==> src/rtl/wfr_pkg.sv <==
// shared types, codes and helpers of the websocket frame receiver
`default_nettype none

package wfr_pkg;

    typedef enum logic [2:0] {
        PH_HDR0    = 3'd0,
        PH_HDR1    = 3'd1,
        PH_HDR1RSV = 3'd2,
        PH_EXTHI   = 3'd3,
        PH_EXTLO   = 3'd4,
        PH_KEY     = 3'd5,
        PH_PASS    = 3'd6,
        PH_REJECT  = 3'd7
    } wfr_phase_t;

    localparam logic [3:0] OP_CONT   = 4'h0;
    localparam logic [3:0] OP_TEXT   = 4'h1;
    localparam logic [3:0] OP_BINARY = 4'h2;
    localparam logic [3:0] OP_CLOSE  = 4'h8;
    localparam logic [3:0] OP_PING   = 4'h9;
    localparam logic [3:0] OP_PONG   = 4'hA;

    localparam logic [1:0] KIND_MSG   = 2'd0;
    localparam logic [1:0] KIND_PING  = 2'd1;
    localparam logic [1:0] KIND_CLOSE = 2'd2;

    localparam logic [1:0] REASON_NORMAL   = 2'd0;
    localparam logic [1:0] REASON_PROTOCOL = 2'd1;
    localparam logic [1:0] REASON_DATATYPE = 2'd2;
    localparam logic [1:0] REASON_TOOBIG   = 2'd3;

    localparam logic [6:0] LEN_EXT16  = 7'd126;
    localparam logic [6:0] LEN_EXT64  = 7'd127;
    localparam logic [15:0] PING_MAX  = 16'd125;
    localparam logic [1:0] KEY_LAST   = 2'd3;

    localparam int QDEPTH  = 4;
    localparam int QPTR_W  = $clog2(QDEPTH);
    localparam int QCNT_W  = $clog2(QDEPTH + 1);

    typedef struct packed {
        logic [1:0] kind;
        logic       data_valid;
        logic [7:0] raw_byte;
        logic [7:0] key_byte;
        logic       end_of_run;
        logic [1:0] close_reason;
    } wfr_item_t;

    function automatic logic [1:0] reject_reason(input logic [3:0] op);
        logic [1:0] r;
        unique case (op)
            OP_TEXT:  r = REASON_DATATYPE;
            OP_CLOSE: r = REASON_NORMAL;
            OP_PING:  r = REASON_TOOBIG;
            default:  r = REASON_PROTOCOL;
        endcase
        return r;
    endfunction

    function automatic logic [7:0] key_select(input logic [31:0] key, input logic [1:0] idx);
        logic [7:0] k;
        unique case (idx)
            2'd0:    k = key[31:24];
            2'd1:    k = key[23:16];
            2'd2:    k = key[15:8];
            default: k = key[7:0];
        endcase
        return k;
    endfunction

endpackage

`default_nettype wire

==> src/rtl/wfr_front.sv <==
// header parser: classifies each received byte and queues result items
`default_nettype none

module wfr_front (
    input  wire logic             clk,
    input  wire logic             rst_n,
    input  wire logic             accept,
    input  wire logic [7:0]       rx_byte,
    output logic                  push,
    output wfr_pkg::wfr_item_t    push_item
);

    wfr_pkg::wfr_phase_t phase_reg, phase_next;
    logic        final_reg, final_next;
    logic [3:0]  opcode_reg, opcode_next;
    logic [15:0] remain_reg, remain_next;
    logic [31:0] key_reg, key_next;
    logic [1:0]  kidx_reg, kidx_next;
    logic        closed_reg, closed_next;
    logic        passes;

    always_ff @(posedge clk or negedge rst_n)
    begin
        if (!rst_n)
        begin
            phase_reg  <= wfr_pkg::PH_HDR0;
            final_reg  <= 1'b0;
            opcode_reg <= 4'h0;
            remain_reg <= 16'h0000;
            key_reg    <= 32'h0000_0000;
            kidx_reg   <= 2'd0;
            closed_reg <= 1'b0;
        end
        else
        begin
            phase_reg  <= phase_next;
            final_reg  <= final_next;
            opcode_reg <= opcode_next;
            remain_reg <= remain_next;
            key_reg    <= key_next;
            kidx_reg   <= kidx_next;
            closed_reg <= closed_next;
        end
    end

    assign passes = (opcode_reg == wfr_pkg::OP_CONT) || (opcode_reg == wfr_pkg::OP_BINARY)
                 || (opcode_reg == wfr_pkg::OP_PONG)
                 || ((opcode_reg == wfr_pkg::OP_PING) && (remain_reg <= wfr_pkg::PING_MAX));

    always_comb
    begin
        phase_next  = phase_reg;
        final_next  = final_reg;
        opcode_next = opcode_reg;
        remain_next = remain_reg;
        key_next    = key_reg;
        kidx_next   = kidx_reg;
        closed_next = closed_reg;
        push        = 1'b0;
        push_item   = '0;
        if (accept && !closed_reg)
        begin
            unique case (phase_reg) inside
                wfr_pkg::PH_HDR0:
                begin
                    final_next  = rx_byte[7];
                    opcode_next = rx_byte[3:0];
                    phase_next  = (|rx_byte[6:4]) ? wfr_pkg::PH_HDR1RSV : wfr_pkg::PH_HDR1;
                end
                wfr_pkg::PH_HDR1, wfr_pkg::PH_HDR1RSV:
                begin
                    if ((phase_reg == wfr_pkg::PH_HDR1RSV) || !rx_byte[7])
                    begin
                        closed_next            = 1'b1;
                        phase_next             = wfr_pkg::PH_HDR0;
                        push                   = 1'b1;
                        push_item.kind         = wfr_pkg::KIND_CLOSE;
                        push_item.close_reason = wfr_pkg::REASON_PROTOCOL;
                    end
                    else if (rx_byte[6:0] == wfr_pkg::LEN_EXT64)
                    begin
                        closed_next            = 1'b1;
                        phase_next             = wfr_pkg::PH_HDR0;
                        push                   = 1'b1;
                        push_item.kind         = wfr_pkg::KIND_CLOSE;
                        push_item.close_reason = wfr_pkg::REASON_TOOBIG;
                    end
                    else if (rx_byte[6:0] == wfr_pkg::LEN_EXT16)
                    begin
                        phase_next = wfr_pkg::PH_EXTHI;
                    end
                    else
                    begin
                        remain_next = {9'd0, rx_byte[6:0]};
                        kidx_next   = 2'd0;
                        phase_next  = wfr_pkg::PH_KEY;
                    end
                end
                wfr_pkg::PH_EXTHI:
                begin
                    remain_next = {rx_byte, 8'h00};
                    phase_next  = wfr_pkg::PH_EXTLO;
                end
                wfr_pkg::PH_EXTLO:
                begin
                    remain_next = {remain_reg[15:8], rx_byte};
                    kidx_next   = 2'd0;
                    phase_next  = wfr_pkg::PH_KEY;
                end
                wfr_pkg::PH_KEY:
                begin
                    key_next = {key_reg[23:0], rx_byte};
                    if (kidx_reg != wfr_pkg::KEY_LAST)
                    begin
                        kidx_next = kidx_reg + 2'd1;
                    end
                    else
                    begin
                        kidx_next = 2'd0;
                        if (!passes)
                        begin
                            if (remain_reg == 16'h0000)
                            begin
                                closed_next            = 1'b1;
                                phase_next             = wfr_pkg::PH_HDR0;
                                push                   = 1'b1;
                                push_item.kind         = wfr_pkg::KIND_CLOSE;
                                push_item.close_reason = wfr_pkg::reject_reason(opcode_reg);
                            end
                            else
                            begin
                                phase_next = wfr_pkg::PH_REJECT;
                            end
                        end
                        else if (remain_reg != 16'h0000)
                        begin
                            phase_next = wfr_pkg::PH_PASS;
                        end
                        else
                        begin
                            phase_next = wfr_pkg::PH_HDR0;
                            if (opcode_reg == wfr_pkg::OP_PING)
                            begin
                                push                 = 1'b1;
                                push_item.kind       = wfr_pkg::KIND_PING;
                                push_item.end_of_run = 1'b1;
                            end
                            else if ((opcode_reg != wfr_pkg::OP_PONG) && final_reg)
                            begin
                                push                 = 1'b1;
                                push_item.kind       = wfr_pkg::KIND_MSG;
                                push_item.end_of_run = 1'b1;
                            end
                        end
                    end
                end
                wfr_pkg::PH_PASS:
                begin
                    kidx_next   = kidx_reg + 2'd1;
                    remain_next = remain_reg - 16'd1;
                    if (remain_reg == 16'd1)
                    begin
                        phase_next = wfr_pkg::PH_HDR0;
                    end
                    if (opcode_reg != wfr_pkg::OP_PONG)
                    begin
                        push                 = 1'b1;
                        push_item.data_valid = 1'b1;
                        push_item.raw_byte   = rx_byte;
                        push_item.key_byte   = wfr_pkg::key_select(key_reg, kidx_reg);
                        if (opcode_reg == wfr_pkg::OP_PING)
                        begin
                            push_item.kind       = wfr_pkg::KIND_PING;
                            push_item.end_of_run = (remain_reg == 16'd1);
                        end
                        else
                        begin
                            push_item.kind       = wfr_pkg::KIND_MSG;
                            push_item.end_of_run = (remain_reg == 16'd1) && final_reg;
                        end
                    end
                end
                default:
                begin
                    remain_next = remain_reg - 16'd1;
                    if (remain_reg == 16'd1)
                    begin
                        closed_next            = 1'b1;
                        phase_next             = wfr_pkg::PH_HDR0;
                        push                   = 1'b1;
                        push_item.kind         = wfr_pkg::KIND_CLOSE;
                        push_item.close_reason = wfr_pkg::reject_reason(opcode_reg);
                    end
                end
            endcase
        end
    end

endmodule

`default_nettype wire

==> src/rtl/wfr_queue.sv <==
// short item queue between the parser and the output stage
`default_nettype none

module wfr_queue (
    input  wire logic             clk,
    input  wire logic             rst_n,
    input  wire logic             push,
    input  wire wfr_pkg::wfr_item_t push_item,
    input  wire logic             pop,
    output logic                  full,
    output logic                  nonempty,
    output wfr_pkg::wfr_item_t    head_item
);

    wfr_pkg::wfr_item_t mem [wfr_pkg::QDEPTH];
    logic [wfr_pkg::QPTR_W-1:0] wptr_reg, rptr_reg;
    logic [wfr_pkg::QCNT_W-1:0] count_reg;
    logic do_push, do_pop;

    assign full      = (count_reg == wfr_pkg::QCNT_W'(wfr_pkg::QDEPTH));
    assign nonempty  = (count_reg != '0);
    assign do_push   = push && !full;
    assign do_pop    = pop && nonempty;
    assign head_item = mem[rptr_reg];

    always_ff @(posedge clk)
    begin
        if (do_push)
        begin
            mem[wptr_reg] <= push_item;
        end
    end

    always_ff @(posedge clk or negedge rst_n)
    begin
        if (!rst_n)
        begin
            wptr_reg  <= '0;
            rptr_reg  <= '0;
            count_reg <= '0;
        end
        else
        begin
            if (do_push)
            begin
                wptr_reg <= wptr_reg + 1'b1;
            end
            if (do_pop)
            begin
                rptr_reg <= rptr_reg + 1'b1;
            end
            if (do_push && !do_pop)
            begin
                count_reg <= count_reg + 1'b1;
            end
            else if (do_pop && !do_push)
            begin
                count_reg <= count_reg - 1'b1;
            end
        end
    end

endmodule

`default_nettype wire

==> src/rtl/wfr_back.sv <==
// output stage: unmasks queued items into the result register
`default_nettype none

module wfr_back (
    input  wire logic               clk,
    input  wire logic               rst_n,
    input  wire logic               head_valid,
    input  wire wfr_pkg::wfr_item_t head_item,
    output logic                    pop,
    output logic                    out_valid,
    input  wire logic               out_ready,
    output logic [1:0]              out_kind,
    output logic                    data_valid,
    output logic [7:0]              payload_byte,
    output logic                    end_of_run,
    output logic [1:0]              close_reason
);

    logic       valid_reg;
    logic [1:0] kind_reg;
    logic       dvalid_reg;
    logic [7:0] byte_reg;
    logic       eor_reg;
    logic [1:0] reason_reg;

    assign pop = head_valid && (!valid_reg || out_ready);

    always_ff @(posedge clk or negedge rst_n)
    begin
        if (!rst_n)
        begin
            valid_reg <= 1'b0;
        end
        else if (pop)
        begin
            valid_reg <= 1'b1;
        end
        else if (out_ready)
        begin
            valid_reg <= 1'b0;
        end
    end

    always_ff @(posedge clk)
    begin
        if (pop)
        begin
            kind_reg   <= head_item.kind;
            dvalid_reg <= head_item.data_valid;
            byte_reg   <= head_item.raw_byte ^ head_item.key_byte;
            eor_reg    <= head_item.end_of_run;
            reason_reg <= head_item.close_reason;
        end
    end

    assign out_valid    = valid_reg;
    assign out_kind     = kind_reg;
    assign data_valid   = dvalid_reg;
    assign payload_byte = byte_reg;
    assign end_of_run   = eor_reg;
    assign close_reason = reason_reg;

endmodule

`default_nettype wire

==> src/rtl/websocket_frame_receiver_core.sv <==
// top level of the websocket frame receiver: parser, queue and output stage
//
//   channel  | handshake            | payload
//   ---------+----------------------+---------------------------------------------
//   input    | in_valid / in_ready  | rx_byte
//   output   | out_valid / out_ready| out_kind data_valid payload_byte end_of_run
//            |                      | close_reason
//
// one byte is taken per cycle while the queue is not full; a byte's result
// passes through the four-entry queue and then the output register
// reset returns the parser to header byte 0 with the link open
// in_ready drops only while the queue is full; a stalled output fills
// the queue, it never blocks the parser otherwise
`default_nettype none

module websocket_frame_receiver_core (
    input  wire logic       clk,
    input  wire logic       rst_n,
    input  wire logic       in_valid,
    output logic            in_ready,
    input  wire logic [7:0] rx_byte,
    output logic            out_valid,
    input  wire logic       out_ready,
    output logic [1:0]      out_kind,
    output logic            data_valid,
    output logic [7:0]      payload_byte,
    output logic            end_of_run,
    output logic [1:0]      close_reason
);

    logic               accept;
    logic               push;
    wfr_pkg::wfr_item_t push_item;
    logic               full;
    logic               nonempty;
    logic               pop;
    wfr_pkg::wfr_item_t head_item;

    assign in_ready = !full;
    assign accept   = in_valid && in_ready;

    wfr_front u_front (
        .clk       (clk),
        .rst_n     (rst_n),
        .accept    (accept),
        .rx_byte   (rx_byte),
        .push      (push),
        .push_item (push_item)
    );

    wfr_queue u_queue (
        .clk       (clk),
        .rst_n     (rst_n),
        .push      (push),
        .push_item (push_item),
        .pop       (pop),
        .full      (full),
        .nonempty  (nonempty),
        .head_item (head_item)
    );

    wfr_back u_back (
        .clk          (clk),
        .rst_n        (rst_n),
        .head_valid   (nonempty),
        .head_item    (head_item),
        .pop          (pop),
        .out_valid    (out_valid),
        .out_ready    (out_ready),
        .out_kind     (out_kind),
        .data_valid   (data_valid),
        .payload_byte (payload_byte),
        .end_of_run   (end_of_run),
        .close_reason (close_reason)
    );

endmodule

`default_nettype wire
==> config.mk <==
export PLATFORM = sky130hd
export DESIGN_NAME = websocket_frame_receiver_core
export DESIGN_NICKNAME = d
export VERILOG_FILES = /design/src/rtl/wfr_pkg.sv /design/src/rtl/wfr_front.sv /design/src/rtl/wfr_queue.sv /design/src/rtl/wfr_back.sv /design/src/rtl/websocket_frame_receiver_core.sv
export SDC_FILE = /design/constraint.sdc
export NUM_CORES = 1
export LEC_CHECK = 0
export BUFFER_PORTS_ARGS = -buffer_cell sky130_fd_sc_hd__buf_2
export CAP_MARGIN = 20
export CORE_MARGIN = 3
export CORE_UTILIZATION = 44
export CTS_CLUSTER_SIZE = 25
export DETAILED_ROUTE_END_ITERATION = 6
export PLACE_DENSITY_LB_ADDON = 0.08
export SLEW_MARGIN = 10
export SYNTH_ARGS = -nofsm -noshare
export SYNTH_HDL_FRONTEND = slang
export SYNTH_SLANG_ARGS = --single-unit
==> constraint.sdc <==
create_clock -name clk -period 5.59 [get_ports clk]
set_input_delay 0.2795 -clock clk [delete_from_list [all_inputs] [get_ports clk]]
set_output_delay 0.2795 -clock clk [all_outputs]
set_load 0.01 [all_outputs]
; ---- Yosys cells after proc, flatten, opt, wreduce, memory -nomap -nowiden
; Memories as Yosys holds them, arrays and structs flattened.
; Cells that the tools add are included.
[totals]
n_memories = 1
ramBits = 88
output_inout_bits = 16
wordCells = 167
ff_bits = 81
input_bits = 12
[op_classes]
addsub = 6
bitwise = 4
reduce_logical = 44
magnitude_cmp = 1
n_mux = 68
eq_ne = 26
[memory_table]
columns = name, depth, width, read_ports, rd_clocked_by_memory_dff, wr, line
row1 = u_queue.mem, 4, 22, 1, 0, 1, wfr_queue.sv:15  ; wfr_pkg::wfr_item_t mem [wfr_pkg::QDEPTH];
[op_table]
columns = op, count
row1 = 16-bit one-hot mux with 4 select lines, 1
row2 = 16-bit two-way mux, 3
row3 = 2-bit two-way mux, 17
row4 = 3-bit two-way mux, 11
row5 = 1-bit two-way mux, 24
row6 = 8-bit one-hot mux with 3 select lines, 1
row7 = 22-bit two-way mux, 1
row8 = 19-bit two-way mux, 1
row9 = 17-bit two-way mux, 1
row10 = 16-bit by 1-bit == test with 1-bit output (second input constant), 1
row11 = 16-bit by 7-bit less-or-equal comparator with 1-bit output (second input constant), 1
row12 = 16-bit logical NOT, 1
row13 = 2-bit one-hot mux with 4 select lines, 2
row14 = 16-bit nonzero test, 1
row15 = 16-bit by 1-bit subtractor with 16-bit output (second input constant), 1
row16 = 3-bit one-hot mux with 5 select lines, 1
row17 = 7-bit == test (second input constant), 2
row18 = 2-bit != test (second input constant), 7
row19 = 3-bit == test (second input constant), 4
row20 = 4-bit == test (second input constant), 3
row21 = 2-bit one-hot mux with 3 select lines, 2
row22 = 1-bit logical AND, 10
row23 = 5-bit AND reduction, 2
row24 = 8-bit bitwise XOR, 1
row25 = other kinds (31), 50

; ---- Longest topological paths before layout
; Gate-level depths: netlist of run 1.
[logic_depth]
word_depth = 14
mapped_depth = 13
mapped_depth_nobuf = 13

; ---- Cells and area by module
; From an unflattened synthesis of run 1, not the netlist that was laid out.
[unflattened]
hier_cells = 559
area_unflattened_um2 = 7788.7
[modules_own_cells]
columns = mod, area_each_um2, cells_each, instances, seq_area_each_um2
row1 = wfr_queue, 3643.5, 150, 1, 2817.7
row2 = wfr_front, 3601.0, 381, 1, 1476.4
row3 = wfr_back, 534.3, 26, 1, 445.4
row4 = websocket_frame_receiver_core, 10.0, 2, 1, 0.0

; ---- Least setup slack after synthesis of run 1
; OpenSTA, ideal clock, no wires.
[synth_timing]
path_kind = register -> register
startpoint = reg u_front.remain_reg[0]
endpoint = reg u_queue.count_reg[2] in the netlist's numbering
path_stages_with_launch = 14
synth_period_minus_slack_ps = 2924
required_ps = 5511
setup_time_ps = 79
path_buffers = 0
arrival_ps = 2845
setup_slack_ps = 2666
path_cell_list = dfrtp_1 -> inv_1 -> ha_1 -> nand4b_1 -> or3_1 -> a31o_4 -> a22oi_1 -> o31a_4 -> ha_1 -> inv_1 -> fa_1 -> xor2_1 -> nor2_1 -> xor2_1
[synth_between]
elab_chain_len = 11
elab_cells_between_ends = 19
classes_between = order compare: 1 / eq/ne: 1 / mux: 8 / reduce/logical: 9
[synth_rtl]
columns = item, line
row1 = from (decl), wfr_front.sv:16  ; logic [15:0] remain_reg, remain_next;
row2 = from (signal assigned), wfr_front.sv:39  ; remain_reg <= remain_next;
row3 = 16-bit by 7-bit less-or-equal comparator with 1-bit output, wfr_front.sv:48  ; || ((opcode_reg == wfr_pkg::OP_PING) && (remain_reg <= wfr_pkg::PING_MAX));
row4 = 1-bit logical AND, wfr_front.sv:48
row5 = 1-bit logical OR, wfr_front.sv:48
row6 = 1-bit two-way mux, wfr_front.sv:120  ; if (!passes)
row7 = 1-bit two-way mux, wfr_front.sv:113  ; if (kidx_reg != wfr_pkg::KEY_LAST)
row8 = 1-bit one-hot mux with 4 select lines *, wfr_front.sv:63  ; unique case (phase_reg) inside
row9 = 1-bit two-way mux *, wfr_front.sv:61  ; if (accept && !closed_reg)
row10 = 1-bit logical AND *, wfr_queue.sv:22  ; assign do_push = push && !full;
row11 = via u_queue.do_push, wfr_queue.sv:18  ; logic do_push, do_pop;
row12 = 1-bit logical NOT, wfr_queue.sv:56  ; else if (do_pop && !do_push)
row13 = 1-bit logical AND, wfr_queue.sv:56
row14 = 2-bit nonzero test (no source line), -
row15 = to (signal assigned), wfr_queue.sv:54  ; count_reg <= count_reg + 1'b1;
row16 = to (signal assigned), wfr_queue.sv:58  ; count_reg <= count_reg - 1'b1;
row17 = to (decl), wfr_queue.sv:17  ; logic [wfr_pkg::QCNT_W-1:0] count_reg;
; Mark *: on every way through the listed nets, which the timed path passes. The rest lies on a longest branch.
; A chain may end at the register's enable or synchronous reset.

; ---- Worst setup path after layout of run 1
[layout_timing]
startpoint = reg u_front.remain_reg[0]
endpoint = mem u_queue.mem[2][4] in the netlist's numbering (enable)
[layout_between]
elab_chain_len = 10
elab_cells_between_ends = 16
classes_between = order compare: 1 / eq/ne: 1 / mux: 9 / reduce/logical: 5
[layout_rtl]
columns = item, line
row1 = 16-bit by 7-bit less-or-equal comparator with 1-bit output, wfr_front.sv:48
row2 = 1-bit logical AND, wfr_front.sv:48
row3 = 1-bit logical OR, wfr_front.sv:48
row4 = 1-bit two-way mux, wfr_front.sv:120
row5 = 1-bit two-way mux, wfr_front.sv:113
row6 = 1-bit one-hot mux with 4 select lines *, wfr_front.sv:63
row7 = 1-bit two-way mux *, wfr_front.sv:61
row8 = 1-bit logical AND *, wfr_queue.sv:22
row9 = via u_queue.do_push, wfr_queue.sv:18
row10 = 1-bit two-way mux *, wfr_queue.sv:28  ; if (do_push)
row11 = 1-bit two-way mux (implied by the code) *, wfr_queue.sv:30  ; mem[wptr_reg] <= push_item;
row12 = to (decl), wfr_queue.sv:15
; Marks and branches as above.

==> reports/metrics.cfg, run 1 <==
[setup_path]
critPathRequiredTime_ns=5.63
cp-startpoint=u_front.remain_reg[0]
crit_path_max_fanout=22
path_cells=inv_1 > ha_1 > nand4b_1 > or3_1 > a31o_4 > a22oi_1 > o31a_4 > and2_1
path_buf_inv=1
start_kind=flop
r2r_slack_ns=2.35
r2r-end=u_queue.mem[2][4]
endpoint_kind=flop
cp_top_family=simple AND/OR/NAND/NOR gates
arrival_ns=3.28
reg2reg_from=u_front.remain_reg[0]
slowest_stage=and2_1
cp-endpoint=u_queue.mem[2][4]
rr_worst_depth=8
max_stage_delay_ns=0.82
path_depth=8
crit_type=reg2reg

[logic_synthesis]
synthXorXnorAreaFrac=0.0462
synth_flop_cell=edfxtp_1
yosysSeqAreaShare=0.624
synth_enable_flop_cells=102
ys_ff_latch=169
syn_nets=584
synth_warnings=0
async_flop_share=0.396
synth_compound_area_frac=0.0999
synth_cells=559
muxShareOfSynthArea=0.0954
synth_area_um2=7590
yosys.area_share.simple=0.0902
synth_cell_types=57
synth_top_family_by_area=compound AO/OA/AOI/OAI gates
avgSynthCellArea_um2=13.6
yosys.area_share.adder=0.0224

[timing]
layout_setup_ws_ns=2.35
max_freq_ghz=0.308
grt_setup_unrepaired=false
hold_viol_final=0
setup_tns_ns=0
fin_worst_skew_ns=0.00815
setup_viol=0
worst_pin_slew_ns=1.03
slew_violations=0
maxSlewHeadroom=0.314
post-route-period-util=0.580
min_period_ns=3.24

[die]
die-area_um2=18900
core_um2=16800
io_pins=28
die_h_um=137
core.rowCount=47
die_x_um=137
initial_core_util=0.453

[cells_and_area]
antenna_cells=0
postLayoutCellArea_um2=8610
drive_gt1_frac=0.202
area_delta_synth_final_pct=13.5
layout.cells.non_filler=823
num-fill-cells=1424
layout_commonest_cell=edfxtp_1
nets=615
largest_reg_flops=88
final_cell_mix=edfxtp_1 (102), dfrtp_1 (67), nor2_1 (47), o21ai_0 (37)
final_util=0.514

[hold_path]
hold_class=in2async

[clock_network]
cts_tree=done
cts_setup_buffers=0
cts_sinks=169
holdBufCountCts=0
ctsResizeCount=0
cts_inserted_buffers=17
cts_max_level=4
cts_buffer_depth=2
cts-root-buf=clkbuf_16
path_clk_slew_ns=0.07
clk_latency_ns=0.42

[route]
drt-total-wl_mm=15.3
vias=4619
drt_iter0_drc=320
drt-pass1-iter-count=6
wl_per_cell_um=18.6
drc=0
vias_per_cell=5.61
postRouteAntennaNets=0

[global_route]
grt_usage=0.176
antenna_found_initial=0
grt_pass1_wl_mm=25.0
gr-total-overflow=0
grt_max_degree=68
grt_pass1_vias=4738

[power]
ir_drop_v=0.000293
power_per_cell_area_nw_per_um2=474
p_leak_nw=3.46

[placement]
place.gp.congestion=0.848
dp.cells=787
io_buffers=27
hpwl_mm=10.3
pre_cts_slack_ns=2.30
placed_area_um2=7940

[status]
status=finished clean

[flow_run]
drv_cap=0

-- kinds of logic after synthesis --
logic type,Yosys count
buffers and inverters,42
adder cells (fa/ha/maj),13
flip-flops,169
AO/OA/AOI/OAI,115
multiplexers,50
XOR/XNOR,40
AND/OR/NAND/NOR,130
-- per-stage QoR --
stage	power, W	hold slack (ns)
after CTS	0.00409	0.0445
after detailed placement	0.00292	0.460
after global routing	0.00433	0.0706
final	0.00408	0.0439
after floorplan	0.00258	-0.0161
after global placement	0.00288	0.456
-- routing by layer --
layer  up-vias  part of all wire  track usage
met3        26             0.029       0.0340
met4         0             0.021       0.0649
met5         -                 0            0
met1      2327              0.46        0.236
li1       2168                 -            -
met2        98              0.49        0.287
-- how the worst min path moves through the flow --
| stage | from | endpoint | slack [ns] | cells past startpoint |
|---|---|---|---|---|
| after detailed placement | u_front.closed_reg | u_front.closed_reg | 0.46 | 1 |
| after global routing | out_ready | u_back.out_valid | 0.07 | 2 |
| after floorplan | rst_n | u_back.out_valid | -0.02 | 0 |
| after CTS | out_ready | u_back.out_valid | 0.04 | 2 |
| final | rst_n | u_front.remain_reg[2] | 0.04 | 2 |
| after global placement | u_front.closed_reg | u_front.closed_reg | 0.46 | 1 |
-- Yosys cell counts (6+ instances only) --
cell / n / area [µm²]
xor2_1: 35 / 307
a21oi_1: 31 / 155
nand2_1: 17 / 63.8
nor4_1: 7 / 43.8
a22oi_1: 8 / 60.1
mux2_2: 35 / 394
o21ai_0: 37 / 185
inv_1: 20 / 75.1
edfxtp_1: 102 / 3060
nor3_1: 6 / 30.0
o2bb2ai_1: 6 / 52.6
mux4_2: 14 / 315
a222oi_1: 8 / 80.1
ha_1: 12 / 150
nor2_1: 48 / 180
and2_1: 11 / 68.8
dfrtp_1: 67 / 1680
clkbuf_1: 16 / 60.1
-- area by class of cell --
| class | count | area [µm²] | area share |
|---|---|---|---|
| sequential | 169 | 4740 | 0.550 |
| clock buffer | 21 | 440 | 0.0511 |
| clock inverter | 11 | 148 | 0.0171 |
| tap | 220 | 275 | 0.0320 |
| timing repair buffer | 34 | 243 | 0.0282 |
| multi-input combinational | 348 | 2690 | 0.313 |
| inverter | 20 | 75.1 | 0.00871 |
-- report_power, final --
part           internal (W)  total (W)  switching (W)
clock network      0.000703    0.00117       0.000469
logic              0.000494    0.00114       0.000642
registers           0.00154    0.00177       0.000228
total               0.00274    0.00408        0.00134
Power figures use the tool's default switching activity.
==> inputs of run 2 (changes only) <==
- clock period: 5.59 -> 3.15 ns (I/O delays scaled with it)
==> run 2 against run 1 <==
  * Core utilization rose by 1.1 points
  * Non-clock buffer count rose by 18
  * Sequential power rose by 75%
  * Cell count rose by 2.2%
  * Wire length rose by 2.2%
  * Hold slack improved by 0.050 ns
  * Power rose by 84%
  * Worst setup slack got worse by 2.2 ns
  * Register-to-register slack got worse by 2.2 ns
  * Global-route usage rose by 0.35 points
  * Clock skew rose by 0.0029 ns
==> reports/metrics.cfg, run 2 (same netlist as run 1, synthesis figures left out) <==
[timing]
setup_viol=0  ; unchanged
max_freq_ghz=0.332  ; +7.8%
min_period_ns=3.01  ; -0.236 ns
setup_tns_ns=0  ; unchanged
hold_viol_final=0  ; unchanged
slew_violations=0  ; unchanged
worst_pin_slew_ns=0.900  ; -0.129 ns
fin_worst_skew_ns=0.0111  ; +0.00294 ns
maxSlewHeadroom=0.400  ; +0.0861
post-route-period-util=0.955  ; +0.375

[setup_path]
endpoint_kind=flop
cp_common_cell=xor2_1
path_depth=11  ; +3
start_kind=flop
rr_worst_depth=11  ; +3
cp_top_family=simple AND/OR/NAND/NOR gates
path_buf_inv=1  ; unchanged
slowest_stage=or4_4
path_cells=or4_4 > nor3_4 > nand4_1 > a21oi_2 > o31a_4 > ha_1 > inv_1 > fa_1 > xor2_1 > nor2_1 > xor2_1
critPathRequiredTime_ns=3.50  ; -2.13 ns
crit_path_max_fanout=5  ; -77%
crit_type=reg2reg
max_stage_delay_ns=0.57  ; -0.25 ns
arrival_ns=3.35  ; +0.07 ns

[clock_network]
cts_sinks=169  ; unchanged
path_clk_slew_ns=0.07  ; about the same
cts_inserted_buffers=17  ; unchanged
cts_max_level=4  ; unchanged
cts_buffer_depth=2  ; unchanged
cts-root-buf=clkbuf_16
clk_latency_ns=0.42  ; about the same
cts_tree=done

[global_route]
grt_usage=0.180  ; +0.00350
grt_pass1_wl_mm=25.6  ; +2.5%
gr-total-overflow=0  ; unchanged
antenna_found_initial=0  ; unchanged
grt_pass1_vias=4664  ; -1.6%
grt_max_degree=68  ; unchanged

[route]
maxUsedRoutingLayer=met4
drt-total-wl_mm=15.7  ; +2.2%
dr_wl_met3_um=685  ; +52%
vias=4724  ; +2.3%
drc=0  ; unchanged
met2WireLength_mm=7.49  ; -1.1%
drt-pass1-iter-count=6  ; unchanged
wl_met1_mm=7.17  ; +2.6%
wl_per_cell_um=18.6  ; about the same
vias_per_cell=5.62  ; about the same
postRouteAntennaNets=0  ; unchanged
drt_iter0_drc=344  ; +7.5%

[cells_and_area]
drive_gt1_frac=0.233  ; +0.0312
layout.cells.non_filler=841  ; +2.2%
largest_reg_flops=88  ; unchanged
nets=633  ; +2.9%
final_cell_mix=edfxtp_1 (102), dfrtp_1 (67), nor2_1 (47), o21ai_0 (37)
antenna_cells=0  ; unchanged
layout_commonest_cell=edfxtp_1
num-fill-cells=1446  ; +1.5%
area_delta_synth_final_pct=16.0

[die]
initial_core_util=0.453  ; unchanged
core_um2=16800  ; unchanged
core.rowCount=47  ; unchanged
io_pins=28  ; unchanged
die_x_um=137  ; unchanged
die-area_um2=18900  ; unchanged
die_h_um=137  ; unchanged

[placement]
hpwl_mm=10.4  ; +0.96%
place.gp.congestion=0.875  ; +3.2%
io_buffers=27  ; unchanged
dp.cells=803  ; +2.0%

[power]
ir_drop_v=0.000432  ; +48%
p_leak_nw=3.55  ; +2.7%
finalPower_w=0.00752  ; +84%
power_per_cell_area_nw_per_um2=854  ; +80%

[flow_run]
drv_cap=0  ; unchanged

[status]
status=finished clean

[hold_path]
whs_path_depth=3
hold_class=in2reg

==> run 2: cell count changes in the layout (fill, tap and decap cells not counted), moves of 2 or more <==
cell and delta:
buf_16 -2, buf_4 +14, inv_6 +2, dlygate4sd3_1 +2
inv_1 -2, clkbuf_1 -3, buf_8 -2, buf_12 +4
clkinv_4 -2, clkinv_1 +2, inv_2 +2
==> run 2: cell type report <==
cell class                 count  area [µm²]  share of cell area
sequential                   169        4740               0.538
multi-input combinational    348        2710               0.308
clock buffer                  18         429              0.0487
timing repair buffer          52         382              0.0433
tap                          220         275              0.0313
clock inverter                14         194              0.0220
inverter                      20        75.1             0.00853
==> run 2: tightest hold or removal path, cell delays in order <==
cell     delay [ns]
buf_2          0.18
nand2_1        0.07
o21ai_0        0.07
==> run 2: where the power goes <==
part	internal, W	switching (W)	leakage [nW]
clock network	0.00133	0.000863	0.298
registers	0.00274	0.000353	1.89
logic	0.000983	0.00125	1.36
total	0.00506	0.00246	3.55
==> run 2: worst paths after layout <==
| kind | startpoint | to | slack [ns] |
|---|---|---|---|
| setup / recovery | u_front.remain_reg[12] | u_queue.count_reg[2] | 0.14 |
| hold / removal | rx_byte[7] | u_front.final_reg | 0.09 |
| setup reg to reg | u_front.remain_reg[12] | u_queue.count_reg[2] | 0.14 |
| hold reg to reg | u_front.closed_reg | u_front.closed_reg | 0.48 |
| max in group asynchronous | rst_n | u_front.phase_reg[2] | 2.07 |
| min in group asynchronous | rst_n | u_front.remain_reg[4] | 0.48 |
==> run 2: repair_timing <==
action | in CTS | in global routing
setup buffers | 0 | 2
hold buffers | 2 | 0
resized for setup | 0 | 6
endpoints found under the setup margin | 0 | 2
endpoints found under the hold margin | 68 | 0
==> run 2: per-stage QoR <==
stage | hold WS (ns) | util | setup WS (ns) | instance area [µm²]
final | 0.0939 | 0.525 | 0.142 | 8810
after global routing | 0.111 | 0.525 | -0.0124 | 8810
after CTS | 0.0710 | 0.522 | 0.0215 | 8750
after detailed placement | 0.369 | 0.484 | 0.0476 | 8110
after global placement | 0.352 | 0.484 | 0.140 | 8110
after floorplan | -0.138 | - | 0.226 | 7590
==> run 2: per-layer routing <==
| metal | vias up | GRT usage |
|---|---|---|
| met5 | - | 0 |
| met1 | 2362 | 0.254 |
| met4 | 0 | 0.0693 |
| li1 | 2196 | - |
| met3 | 25 | 0.0340 |
| met2 | 141 | 0.277 |
==> inputs of run 3 (changes only) <==
- CORE_MARGIN: 3 -> 5
==> run 3 against run 2 <==
  * Global-route usage decreased by 1.4 points
  * Cell area decreased by 0.85%
  * Via count decreased by 0.47%
  * First-iteration DRC count increased by 7.8%
  * Highest routed layer unchanged
==> reports/metrics.cfg, run 3 (same netlist as run 1, synthesis figures left out) <==
[cells_and_area]
largest_reg_flops=88  ; unchanged
area_delta_synth_final_pct=15.0
final_cell_mix=edfxtp_1 (102), dfrtp_1 (67), nor2_1 (47), o21ai_0 (37)
final_util=0.510  ; -0.0153
layout_commonest_cell=edfxtp_1
antenna_cells=0  ; unchanged
nets=628  ; -0.79%
drive_gt1_frac=0.229  ; -0.00460

[route]
drt-pass1-iter-count=7  ; +1
postRouteAntennaNets=0  ; unchanged
vias=4702  ; -0.47%
wl_per_cell_um=19.0  ; +1.8%
drt_iter0_drc=371  ; +7.8%
drt-total-wl_mm=16.0  ; +1.8%
drc=0  ; unchanged
vias_per_cell=5.59  ; -0.47%

[die]
die-area_um2=20000  ; +5.9%
initial_core_util=0.443  ; -0.00944
die_h_um=141  ; +2.9%
io_pins=28  ; unchanged
die_x_um=141  ; +2.9%
core_um2=17100  ; +2.1%
core.rowCount=48  ; +2.1%

[hold_path]
hold_class=in2reg

[global_route]
grt_pass1_vias=4726  ; +1.3%
antenna_found_initial=0  ; unchanged
grt_pass1_wl_mm=25.6  ; about the same
grt_usage=0.166  ; -0.0139
gr-total-overflow=0  ; unchanged
grt_max_degree=45  ; -34%

[setup_path]
crit_type=reg2reg
max_stage_delay_ns=0.56  ; about the same
endpoint_kind=flop
start_kind=flop
critPathRequiredTime_ns=3.50  ; about the same
arrival_ns=3.35  ; about the same
cp_top_family=simple AND/OR/NAND/NOR gates
slowest_stage=or4_4
path_buf_inv=1  ; unchanged
crit_path_max_fanout=5  ; unchanged
cp_common_cell=xor2_1
path_cells=or4_4 > nor3_4 > nand4_1 > a21oi_1 > o31a_4 > ha_1 > inv_1 > fa_1 > xor2_1 > nor2_1 > xor2_1

[clock_network]
cts_tree=done
cts_inserted_buffers=17  ; unchanged
path_clk_slew_ns=0.07  ; about the same
cts_max_level=4  ; unchanged
cts_sinks=169  ; unchanged
cts_setup_buffers=0  ; unchanged
cts_buffer_depth=2  ; unchanged
clk_latency_ns=0.43  ; about the same
cts-root-buf=clkbuf_16

[timing]
post-route-period-util=0.952  ; -0.00337
setup_viol=0  ; unchanged
worst_pin_slew_ns=0.967  ; +0.0679 ns
slew_violations=0  ; unchanged
maxSlewHeadroom=0.350  ; -0.0499
grt_setup_unrepaired=false
setup_tns_ns=0  ; unchanged
min_period_ns=3.00  ; -0.0106 ns
max_freq_ghz=0.334  ; +0.35%
fin_worst_skew_ns=0.0130  ; +0.00187 ns
hold_viol_final=0  ; unchanged

[flow_run]
drv_cap=0  ; unchanged

[power]
switching_share=0.351  ; +0.0238
ir_drop_v=0.000414  ; -4.2%
p_int_w=0.00473  ; -6.5%
p_switching_w=0.00256  ; +4.0%
power_frac_comb=0.294  ; -0.003
p_leak_nw=3.50  ; -1.3%
power_per_cell_area_nw_per_um2=835  ; -2.2%
clkPwrFrac=0.278  ; -0.014
p_seq_frac=0.428  ; +0.017

[status]
status=finished clean

[placement]
io_buffers=27  ; unchanged
hpwl_mm=10.5  ; +1.3%
place.gp.congestion=0.871  ; -0.54%

[run 3: worst min-delay path, delay by kind of cell]
kind	cells	cell delay, ns
AO/OA/AOI/OAI	1	0.07
buffers and inverters	1	0.17
AND/OR/NAND/NOR	1	0.07
[run 3: path summary, 6_finish.rpt]
| check | start | to | slack (ns) | depth (start not counted) |
|---|---|---|---|---|
| min in group asynchronous | rst_n | u_front.remain_reg[3] | 0.28 | 2 |
| max in group asynchronous | rst_n | u_front.key_reg[5] | 2.21 | 3 |
| worst max-delay path | u_front.remain_reg[12] | u_queue.count_reg[2] | 0.15 | 11 |
| worst min-delay path | rx_byte[7] | u_front.final_reg | 0.09 | 3 |
| worst max register to register | u_front.remain_reg[12] | u_queue.count_reg[2] | 0.15 | 11 |
| worst min register to register | u_front.closed_reg | u_front.closed_reg | 0.49 | 1 |
[run 3: cell type report]
class                           count  area [µm²]
Fill cell                        1478        8390
Clock inverter                     15         155
Clock buffer                       17         425
Multi-Input combinational cell    348        2700
Tap cell                          225         282
Sequential cell                   169        4740
Timing Repair Buffer               47         353
Inverter                           20        75.1
[run 3: stage by stage]
stage | hold slack, ns | power (W) | setup slack [ns] | instance area, µm² | instances
final | 0.0870 | 0.00729 | 0.152 | 8730 | 841
after global routing | 0.111 | 0.00770 | 0.0284 | 8730 | 841
after CTS | 0.0693 | 0.00734 | 0.0552 | 8720 | 841
after detailed placement | 0.218 | 0.00530 | 0.0721 | 8120 | 807
after global placement | 0.206 | 0.00524 | 0.133 | 8120 | 807
after floorplan | -0.138 | 0.00458 | 0.226 | 7590 | 559
[run 3: timing repair]
action	4_1_cts	5_1_grt
hold endpoints to repair	24	0
resized for setup	0	4
setup endpoints to repair	0	2
hold buffers	2	0
[run 3: routing by layer]
layer	share of wire	track usage	wire (µm)
met3	0.035	0.0313	558
met4	0.022	0.0597	350
met2	0.48	0.270	7720
met5	0	0	0
met1	0.46	0.223	7330
[run 3: power by group through the flow]
stage                     Combinational [W]  Clock (W)  Sequential [W]
after global placement              0.00210          0         0.00314
after detailed placement            0.00214          0         0.00316
after CTS                           0.00215    0.00208         0.00311
final                               0.00215    0.00203         0.00312
after global routing                0.00237    0.00216         0.00317
after floorplan                     0.00153          0         0.00305
